===== config.mk =====
export PLATFORM = sky130hd
export DESIGN_NAME = fully_assoc_tlb_lru_top
export DESIGN_NICKNAME = d
export VERILOG_FILES = /design/src/fat_pkg.sv /design/src/fully_assoc_tlb_lru_top.sv /design/src/fat_front.sv /design/src/fat_queue.sv /design/src/fat_back.sv
export SDC_FILE = /design/constraint.sdc
export NUM_CORES = 2
export LEC_CHECK = 0
export CAP_MARGIN = 10
export CORE_ASPECT_RATIO = 0.75
export CORE_MARGIN = 2
export CORE_UTILIZATION = 55
export CTS_BUF_LIST = sky130_fd_sc_hd__clkbuf_16
export DETAILED_ROUTE_END_ITERATION = 12
export DONT_BUFFER_PORTS = 1
export PLACE_DENSITY_LB_ADDON = 0.3
export SYNTH_ARGS = -nofsm -noshare
export SYNTH_HDL_FRONTEND = slang
export SYNTH_SLANG_ARGS = --single-unit

===== constraint.sdc =====
create_clock -name clk -period 24.6 [get_ports clk]
set_input_delay 2.46 -clock clk [delete_from_list [all_inputs] [get_ports clk]]
set_output_delay 2.46 -clock clk [all_outputs]
set_load 0.005 [all_outputs]

===== src/fat_pkg.sv =====
// Shared types and constants for the fully associative TLB with LRU replacement.
// Item structs, the queued job record, back-end states and configuration codes.
// No dependencies.
package fat_pkg;

  localparam int ADDR_W        = 32;  // width of the address fields
  localparam int CFG_W         = 5;   // widest configuration register
  localparam int CFG_IDX_W     = 1;   // register index width
  localparam int OFS_MIN       = 4;
  localparam int OFS_MAX       = 20;
  localparam int OFS_RESET     = 12;
  localparam int SLOTS_RESET   = 16;
  localparam int PAGE_MAX_W    = ADDR_W - OFS_MIN;
  localparam int STAMP_W       = 32;
  localparam int CNT_W         = 32;
  localparam int Q_DEPTH       = 2;
  localparam int QP_W          = (Q_DEPTH > 1) ? $clog2(Q_DEPTH) : 1;
  localparam int QC_W          = $clog2(Q_DEPTH + 1);

  localparam int ENTRIES_DEF   = 16;
  localparam int ADDR_BITS_DEF = 32;

  localparam logic [CFG_IDX_W-1:0] REG_OFFSET = 1'b0;
  localparam logic [CFG_IDX_W-1:0] REG_SLOTS  = 1'b1;

  typedef enum logic [1:0] {
    CMD_XLATE = 2'd0,
    CMD_FILL  = 2'd1,
    CMD_INVAL = 2'd2,
    CMD_RSVD  = 2'd3
  } cmd_t;

  typedef enum logic [1:0] {
    BK_IDLE,
    BK_EXEC,
    BK_SCAN,
    BK_INSTALL
  } back_state_t;

  typedef struct packed {
    logic [1:0]        command;
    logic [ADDR_W-1:0] virtual_address;
    logic [ADDR_W-1:0] physical_address;
    logic              walk_hit;
  } in_item_t;

  typedef struct packed {
    logic [ADDR_W-1:0] result_address;
    logic              tlb_hit;
    logic              table_hit;
    logic [CNT_W-1:0]  hit_total;
    logic [CNT_W-1:0]  miss_total;
  } out_item_t;

  // Decoded item as queued between front and back end.
  typedef struct packed {
    cmd_t                  op;
    logic [ADDR_W-1:0]     vaddr;    // masked
    logic [ADDR_W-1:0]     paddr;    // masked
    logic [PAGE_MAX_W-1:0] vpage;
    logic [PAGE_MAX_W-1:0] ppage;
    logic                  walk_hit;
    logic [CFG_W-1:0]      ofs;      // clamped offset width
    logic [CFG_W-1:0]      slots;    // clamped slot count
  } job_t;

  typedef struct packed {
    logic full;
    logic empty;
  } q_stat_t;

endpackage


===== src/fully_assoc_tlb_lru_top.sv =====
// Flow: an accepted item is queued, popped into the job register, then matched,
//   updated and registered as the result; a fill into a full table first runs the
//   LRU scan and install, the scan reading one age stamp per cycle from stamp memory.
// The back end holds one job at a time and pops the next only after emitting a result.
// Reset (rst, synchronous): clears valid bits, access clock, counters and queue; the
//   offset width returns to 12 and the slot count to 16. Entry contents are not cleared.
module fully_assoc_tlb_lru_top #(
  parameter int ENTRIES   = fat_pkg::ENTRIES_DEF,
  parameter int ADDR_BITS = fat_pkg::ADDR_BITS_DEF
) (
  input  logic                          clk,
  input  logic                          rst,
  // configuration writes
  input  logic                          cfg_we,
  input  logic [fat_pkg::CFG_IDX_W-1:0] cfg_idx,
  input  logic [fat_pkg::CFG_W-1:0]     cfg_data,
  // item in
  input  logic                          req_valid,
  output logic                          req_ready,
  input  fat_pkg::in_item_t             req,
  // result out
  output logic                          rsp_valid,
  input  logic                          rsp_ready,
  output fat_pkg::out_item_t            rsp
);
  import fat_pkg::*;

  job_t    fe_job, q_head;
  q_stat_t qs;
  logic    push, pop;

  // Front end: takes an item whenever the queue has room, clamps the
  // configuration and splits addresses into page and offset.
  fat_front #(
    .ENTRIES   (ENTRIES),
    .ADDR_BITS (ADDR_BITS)
  ) u_front (
    .clk       (clk),
    .rst       (rst),
    .cfg_we    (cfg_we),
    .cfg_idx   (cfg_idx),
    .cfg_data  (cfg_data),
    .req_valid (req_valid),
    .req_ready (req_ready),
    .req       (req),
    .qs        (qs),
    .push      (push),
    .job       (fe_job)
  );

  // Two-deep job queue decouples acceptance from execution.
  fat_queue u_queue (
    .clk    (clk),
    .rst    (rst),
    .push   (push),
    .wr_job (fe_job),
    .pop    (pop),
    .head   (q_head),
    .qs     (qs)
  );

  // Back end: parallel tag match, install/evict, counters and the
  // result register, which holds a result while the next job is fetched.
  fat_back #(
    .ENTRIES   (ENTRIES),
    .ADDR_BITS (ADDR_BITS)
  ) u_back (
    .clk       (clk),
    .rst       (rst),
    .qs        (qs),
    .head      (q_head),
    .pop       (pop),
    .rsp_valid (rsp_valid),
    .rsp_ready (rsp_ready),
    .rsp       (rsp)
  );

endmodule


===== src/fat_front.sv =====
// Front end: configuration registers, item acceptance and decode into a job.
// Depends on fat_pkg.
module fat_front #(
  parameter int ENTRIES   = fat_pkg::ENTRIES_DEF,
  parameter int ADDR_BITS = fat_pkg::ADDR_BITS_DEF
) (
  input  logic                           clk,
  input  logic                           rst,
  input  logic                           cfg_we,
  input  logic [fat_pkg::CFG_IDX_W-1:0]  cfg_idx,
  input  logic [fat_pkg::CFG_W-1:0]      cfg_data,
  input  logic                           req_valid,
  output logic                           req_ready,
  input  fat_pkg::in_item_t              req,
  input  fat_pkg::q_stat_t               qs,
  output logic                           push,
  output fat_pkg::job_t                  job
);
  import fat_pkg::*;

  localparam int AW_EFF = (ADDR_BITS < ADDR_W) ? ADDR_BITS : ADDR_W;
  localparam logic [ADDR_W-1:0] AMASK = {ADDR_W{1'b1}} >> (ADDR_W - AW_EFF);

  logic [CFG_W-1:0]  ofs_reg, slots_reg;
  logic [CFG_W-1:0]  ofs, slots;
  logic [ADDR_W-1:0] va_m, pa_m;

  always_ff @(posedge clk) begin
    if (rst) begin
      ofs_reg   <= CFG_W'(OFS_RESET);
      slots_reg <= CFG_W'(SLOTS_RESET);
    end else if (cfg_we) begin
      unique case (cfg_idx)
        REG_OFFSET: ofs_reg   <= cfg_data;
        REG_SLOTS:  slots_reg <= cfg_data;
      endcase
    end
  end

  // clamp to the supported ranges
  always_comb begin
    ofs = ofs_reg;
    if (ofs_reg < CFG_W'(OFS_MIN)) ofs = CFG_W'(OFS_MIN);
    else if (ofs_reg > CFG_W'(OFS_MAX)) ofs = CFG_W'(OFS_MAX);
    slots = slots_reg;
    if (slots_reg == '0) slots = CFG_W'(1);
    else if (int'(slots_reg) > ENTRIES) slots = CFG_W'(ENTRIES);
  end

  assign va_m      = req.virtual_address & AMASK;
  assign pa_m      = req.physical_address & AMASK;
  assign req_ready = !qs.full;
  assign push      = req_valid && req_ready;

  always_comb begin
    job.op       = cmd_t'(req.command);
    job.vaddr    = va_m;
    job.paddr    = pa_m;
    job.vpage    = PAGE_MAX_W'(va_m >> ofs);
    job.ppage    = PAGE_MAX_W'(pa_m >> ofs);
    job.walk_hit = req.walk_hit;
    job.ofs      = ofs;
    job.slots    = slots;
  end

endmodule


===== src/fat_queue.sv =====
// Short job queue between front and back end.
// Depends on fat_pkg.
module fat_queue (
  input  logic             clk,
  input  logic             rst,
  input  logic             push,
  input  fat_pkg::job_t    wr_job,
  input  logic             pop,
  output fat_pkg::job_t    head,
  output fat_pkg::q_stat_t qs
);
  import fat_pkg::*;

  job_t             slot_q [Q_DEPTH];
  logic [QP_W-1:0]  wr_ptr, rd_ptr;
  logic [QC_W-1:0]  count;

  assign head     = slot_q[rd_ptr];
  assign qs.full  = (int'(count) == Q_DEPTH);
  assign qs.empty = (count == '0);

  always_ff @(posedge clk) begin
    if (rst) begin
      wr_ptr <= '0;
      rd_ptr <= '0;
      count  <= '0;
    end else begin
      if (push) wr_ptr <= (int'(wr_ptr) == Q_DEPTH - 1) ? '0 : wr_ptr + 1'b1;
      if (pop)  rd_ptr <= (int'(rd_ptr) == Q_DEPTH - 1) ? '0 : rd_ptr + 1'b1;
      case ({push, pop})
        2'b10:   count <= count + 1'b1;
        2'b01:   count <= count - 1'b1;
        default: count <= count;
      endcase
    end
  end

  always_ff @(posedge clk) begin
    if (push) slot_q[wr_ptr] <= wr_job;
  end

endmodule


===== src/fat_back.sv =====
// Back end: entry table, match logic, LRU victim scan, counters, result register.
// Depends on fat_pkg.
module fat_back #(
  parameter int ENTRIES   = fat_pkg::ENTRIES_DEF,
  parameter int ADDR_BITS = fat_pkg::ADDR_BITS_DEF
) (
  input  logic               clk,
  input  logic               rst,
  input  fat_pkg::q_stat_t   qs,
  input  fat_pkg::job_t      head,
  output logic               pop,
  output logic               rsp_valid,
  input  logic               rsp_ready,
  output fat_pkg::out_item_t rsp
);
  import fat_pkg::*;

  localparam int AW_EFF = (ADDR_BITS < ADDR_W) ? ADDR_BITS : ADDR_W;
  localparam int PAGE_W = AW_EFF - OFS_MIN;
  localparam int IDX_W  = (ENTRIES > 1) ? $clog2(ENTRIES) : 1;
  localparam int SCN_W  = $clog2(ENTRIES + 1);

  // entry table
  logic [ENTRIES-1:0]  valid;
  logic [PAGE_W-1:0]   vpage_q [ENTRIES];
  logic [PAGE_W-1:0]   ppage_q [ENTRIES];
  logic [STAMP_W-1:0]  stamp_mem [ENTRIES];
  logic [STAMP_W-1:0]  stamp_rd;

  logic [STAMP_W-1:0]  clk_cnt, clk_next;
  logic [CNT_W-1:0]    hits, hits_next, misses, misses_next;

  back_state_t         state, state_next;
  job_t                job;

  // victim scan
  logic [SCN_W-1:0]    scan_idx;
  logic                cmp_vld;
  logic [IDX_W-1:0]    cmp_idx, victim;
  logic [STAMP_W-1:0]  best_age, age;
  logic                scan_start, scan_issue, scan_done;

  logic [ENTRIES-1:0]  inuse, vmatch, pmatch, free, vfirst, pfirst, ffirst;
  logic [IDX_W-1:0]    hit_idx, inv_idx, free_idx, ins_slot;
  logic [PAGE_W-1:0]   ppage_sel;
  logic                vhit_any, phit_any, free_any;
  logic [AW_EFF-1:0]   xl_addr;

  logic                rsp_free, emit;
  logic                hit_now, miss_now, fill_now, inval_now;
  out_item_t           rsp_next;

  always_comb begin
    for (int i = 0; i < ENTRIES; i++) begin
      inuse[i]  = i < int'(job.slots);
      vmatch[i] = inuse[i] && valid[i] && (vpage_q[i] == job.vpage[PAGE_W-1:0]);
      pmatch[i] = inuse[i] && valid[i] && (ppage_q[i] == job.ppage[PAGE_W-1:0]);
      free[i]   = inuse[i] && !valid[i];
    end
  end

  // lowest set bit of each vector
  assign vfirst = vmatch & (~vmatch + ENTRIES'(1));
  assign pfirst = pmatch & (~pmatch + ENTRIES'(1));
  assign ffirst = free & (~free + ENTRIES'(1));
  assign vhit_any = |vmatch;
  assign phit_any = |pmatch;
  assign free_any = |free;

  always_comb begin
    hit_idx   = '0;
    inv_idx   = '0;
    free_idx  = '0;
    ppage_sel = '0;
    for (int i = 0; i < ENTRIES; i++) begin
      if (vfirst[i]) begin
        hit_idx   = hit_idx | IDX_W'(i);
        ppage_sel = ppage_sel | ppage_q[i];
      end
      if (pfirst[i]) inv_idx = inv_idx | IDX_W'(i);
      if (ffirst[i]) free_idx = free_idx | IDX_W'(i);
    end
  end

  assign xl_addr = (AW_EFF'(ppage_sel) << job.ofs)
                 | (job.vaddr[AW_EFF-1:0] & ~({AW_EFF{1'b1}} << job.ofs));

  assign rsp_free   = !rsp_valid || rsp_ready;
  assign scan_issue = (state == BK_SCAN) && (int'(scan_idx) < int'(job.slots));
  assign scan_done  = (state == BK_SCAN) && !scan_issue && !cmp_vld;
  assign age        = clk_cnt - stamp_rd;

  always_comb begin
    state_next = state;
    pop        = 1'b0;
    emit       = 1'b0;
    scan_start = 1'b0;
    unique case (state)
      BK_IDLE: begin
        if (!qs.empty) begin
          pop        = 1'b1;
          state_next = BK_EXEC;
        end
      end
      BK_EXEC: begin
        if (job.op == CMD_FILL && !free_any) begin
          scan_start = 1'b1;
          state_next = BK_SCAN;
        end else if (rsp_free) begin
          emit       = 1'b1;
          state_next = BK_IDLE;
        end
      end
      BK_SCAN: begin
        if (scan_done) state_next = BK_INSTALL;
      end
      BK_INSTALL: begin
        if (rsp_free) begin
          emit       = 1'b1;
          state_next = BK_IDLE;
        end
      end
    endcase
  end

  assign hit_now   = emit && job.op == CMD_XLATE && vhit_any;
  assign miss_now  = emit && job.op == CMD_XLATE && !vhit_any;
  assign fill_now  = emit && job.op == CMD_FILL;
  assign inval_now = emit && job.op == CMD_INVAL && phit_any;
  // a full table installs into the LRU victim's slot, otherwise the lowest free slot
  assign ins_slot  = (state == BK_INSTALL) ? victim : free_idx;

  always_comb begin
    hits_next   = (hit_now && hits != {CNT_W{1'b1}}) ? hits + 1'b1 : hits;
    misses_next = (miss_now && misses != {CNT_W{1'b1}}) ? misses + 1'b1 : misses;
    clk_next    = (hit_now || fill_now) ? clk_cnt + 1'b1 : clk_cnt;

    rsp_next.result_address = '0;
    if (hit_now) rsp_next.result_address = ADDR_W'(xl_addr);
    else if (job.op == CMD_FILL) rsp_next.result_address = job.paddr;
    rsp_next.tlb_hit    = hit_now;
    rsp_next.table_hit  = (job.op == CMD_FILL) ? job.walk_hit : 1'b0;
    rsp_next.hit_total  = hits_next;
    rsp_next.miss_total = misses_next;
  end

  always_ff @(posedge clk) begin
    if (rst) state <= BK_IDLE;
    else     state <= state_next;
  end

  always_ff @(posedge clk) begin
    if (rst) begin
      valid     <= '0;
      clk_cnt   <= '0;
      hits      <= '0;
      misses    <= '0;
      rsp_valid <= 1'b0;
      cmp_vld   <= 1'b0;
    end else begin
      if (emit)           rsp_valid <= 1'b1;
      else if (rsp_ready) rsp_valid <= 1'b0;
      hits    <= hits_next;
      misses  <= misses_next;
      clk_cnt <= clk_next;
      if (inval_now) valid[inv_idx]  <= 1'b0;
      if (fill_now)  valid[ins_slot] <= 1'b1;
      cmp_vld <= scan_issue;
    end
  end

  always_ff @(posedge clk) begin
    if (pop)  job <= head;
    if (emit) rsp <= rsp_next;
    if (fill_now) begin
      vpage_q[ins_slot] <= job.vpage[PAGE_W-1:0];
      ppage_q[ins_slot] <= job.ppage[PAGE_W-1:0];
    end
    if (scan_start)      scan_idx <= '0;
    else if (scan_issue) scan_idx <= scan_idx + 1'b1;
    if (scan_issue) cmp_idx <= scan_idx[IDX_W-1:0];
    if (cmp_vld && (cmp_idx == '0 || age > best_age)) begin
      best_age <= age;
      victim   <= cmp_idx;
    end
  end

  // stamp memory: one write port, one registered read port for the scan
  always_ff @(posedge clk) begin
    if (hit_now)       stamp_mem[hit_idx]  <= clk_cnt + 1'b1;
    else if (fill_now) stamp_mem[ins_slot] <= clk_cnt + 1'b1;
    stamp_rd <= stamp_mem[scan_idx[IDX_W-1:0]];
  end

  ap_victim_in_use: assert property (@(posedge clk) disable iff (rst)
    state == BK_INSTALL |-> valid[victim] && (int'(victim) < int'(job.slots)))
    else $error("LRU victim is not a valid slot in use");

  ap_fill_sets_valid: assert property (@(posedge clk) disable iff (rst)
    fill_now |=> valid[$past(ins_slot)])
    else $error("filled slot not valid afterwards");

  ap_hits_monotone: assert property (@(posedge clk) disable iff (rst)
    $past(!rst) |-> hits >= $past(hits))
    else $error("hit counter went backwards");

  ap_clock_step: assert property (@(posedge clk) disable iff (rst)
    $past(!rst) && clk_cnt != $past(clk_cnt) |-> $past(hit_now || fill_now))
    else $error("access clock moved without a hit or fill");

endmodule


==> impl_metrics.toml <==
[outcome]
outcome = "complete, no violations"

[power]
p_leak_nw = 33.9
power_density_nw_per_um2 = 95.0
vdd_drop_max_uv = 82.9

[critical_path]
cp_cell_sequence = "buf_4 -> xor2_1 -> or4_1 -> nor4_1 -> and3_1 -> buf_4 -> or4_1 -> nor2_2 -> a221oi_1 -> o2111ai_1 -> a2111oi_1 -> mux2i_1 -> mux4_2 -> mux4_2 -> nand2_1 -> nand2_1"
rr_worst_depth = 16
setup.worst_path.end_class = "register"
r2r_setup_slack_ps = 16620
critPathBufInv = 2
crit_required_ps = 25190
rr_startpoint = "u_back.job[45]"
cp_slowest_stage_delay_ps = 970
crit_fanout = 20
worstSetupPathType = "reg2reg"
slowest_stage = "a2111oi_1"
critical_path_arrival_ps = 8560
critical-path-top-delay-family = "simple AND/OR/NAND/NOR gates"
r2r_end = "u_back.rsp[89]"
crit_path_start_kind = "register"

[floorplan]
die_area_sq_um = 176000
rows = 132
ioPinCount = 178
die_w_um = 484
die_h_um = 364
initial_core_util_pct = 55.2
core_area_sq_um = 172000

[placement]
port_buffers = 0
dp_hpwl_mm = 212
placed_cell_area_sq_um = 98100
pre_cts_slack_ps = 17220
gp_congestion = 1.08

[layout]
area_growth_pct = 10.1
final_cell_mix = "edfxtp_1, xor2_1, xnor2_1"
final_layout_size_suffix_gt1_share_pct = 13.7
final_cell_area_sq_um = 105000
largest_reg_flops = 512
n_fill_cell = 12776
layout.nets = 6790
final-seq-area_sq_um = 61700
final_common_cell = "edfxtp_1"
top_register = "u_back.stamp_mem"
multi_input_area_sq_um = 31600
largest_registers = "u_back.stamp_mem x512, u_back.ppage_q x448, u_back.vpage_q x448"

[sta]
final.setup_skew_ps = 38.0
slew_headroom_pct = 9.13
worstMarginPinSlew_ps = 1350
fin_crit_ps = 7980
finalSetupViolations = 0
rsz0062_at_grt = "no"
finalHoldViolCount = 0
holdWs_ps = 458
setup_ws_ps = 16620
slew_viol_final = 0
fin_crit_sh_pct = 32.4
finalSetupTns_ps = 0
max_freq_mhz = 125

[logic_synthesis]
synth_cells = 6582
syn_avg_cell_area_sq_um = 14.5
ys_seq_elements = 2109
synth_nets = 6733
synth_top_flop_cell = "edfxtp_1"
synth_edf_count = 1942
ys_seq_area_share_pct = 64.8
synth_top_cell_by_area = "edfxtp_1"
syn_area_sq_um = 95100
synth_area_leaders = "edfxtp_1, xor2_1, xnor2_1, mux4_2, dfxtp_1"
synthArstFlopShare_pct = 0
synth_cell_type_count = 107
yosysWarnings = 0
synth_top_area_share_pct = 61.3

[min_path]
hold_path_class = "reg2reg"
min-delay-start = "u_back.cmp_idx[1]"
holdPathStages = 0
worstHoldEndpoint = "u_back.victim[1]"

[job]
maxCapViolCount = 0

[routing]
vias = 60015
wl_met1_mm = 127
dr_wl_met2_mm = 125
vias_per_cell = 6.60
drt_iter0_markers = 9612
ant_nets = 0
dr.pass1.iters = 12
drt-total-wl_mm = 307
drt_drc_violations_left = 0
wire_per_inst_um = 33.8
dr.max_layer_used = "met5"
wl_met3_mm = 45.7

[cts]
cts_resized = 0
path_clk_slew_ps = 60
ctsRootBufferMaster = "clkbuf_16"
clock_path_buffers = 3
cts_setup_buffers = 0
clk_latency_ps = 860
cts_max_level = 4
cts_tree = "built"
cts.sinks = 2109
cts_buffers = 195
ctsHoldBuffers = 0

[global_route]
grt_pass1_wl_mm = 431
grt_pass1_vias = 56427
grt_max_degree = 130
grt.total_usage_pct = 34.5
gr-total-overflow = 0
antenna_found_initial = 15
[cells by family after synthesis]
group           count (synthesis)  synth area share, %
fa+ha+maj                      73                0.968
xor+xnor                     1056                 9.72
mux                           502                 7.86
compound gates                679                 4.93
buf+inv                       490                 2.29
flops                        2109                 64.8
simple gates                 1673                 9.40
[where the power goes]
part / switching [mW] / internal (mW) / total, mW
clock network: 1.40 / 1.71 / 3.10
registers: 0.189 / 4.43 / 4.62
logic: 1.57 / 0.648 / 2.22
[cell type report]
cell class	count	area share, %
clock buffers	198	4.73
clock inverters	170	1.51
diodes	4	0.00956
well taps	2278	2.72
flip-flops and latches	2109	58.9
inverters	157	0.572
multi-input cells	3983	30.2
repair buffers	193	1.39
[worst max path at each step]
stage                             to  cells past startpoint  slack, ps             start
floorplan           u_queue.count[1]                      5      13180  u_queue.count[0]
global placement      u_back.rsp[89]                     16      17200    u_back.job[45]
detailed placement    u_back.rsp[89]                     16      17220    u_back.job[45]
CTS                   u_back.rsp[89]                     16      17110    u_back.job[45]
global route          u_back.rsp[85]                     17      16740    u_back.job[63]
finish                u_back.rsp[89]                     16      16620    u_back.job[45]
[per-stage QoR]
step / instances / util, % / power [mW]
floorplan: 6582 / - / 6.06
global placement: 8710 / 56.9 / 6.81
detailed placement: 8712 / 56.9 / 6.84
CTS: 9080 / 60.7 / 9.91
global route: 9088 / 60.8 / 10.2
finish: 9092 / 60.8 / 9.94
[Yosys cell counts (all sizes together), types with 14 or more instances]
master,number
nand2,402
xor2,555
a211oi,19
mux2i,163
dfxtp,167
nor2,276
mux4,180
nor4b,21
nand3,137
o22ai,15
o21a,21
a22oi,55
a31oi,17
edfxtp,1942
o21ai,151
nor4,200
buf,143
a221oi,20
inv,154
xnor2,501
a21oi,165
or2,14
a2111oi,14
and2,50
and4,29
nand4,209
ha,72
mux2,159
or4,33
and3,67
nor3,56
a22o,28
clkbuf,190
nor2b,94
nand2b,26
o2111ai,16
a21o,14
a222oi,19
[routing by layer]
layer | vias to the layer above | track usage (%)
li1 | 25136 | -
met1 | 30312 | 50.4
met2 | 4060 | 47.2
met3 | 495 | 14.6
met4 | 12 | 8.89
met5 | - | 0
(Power assumes the default switching activity.)
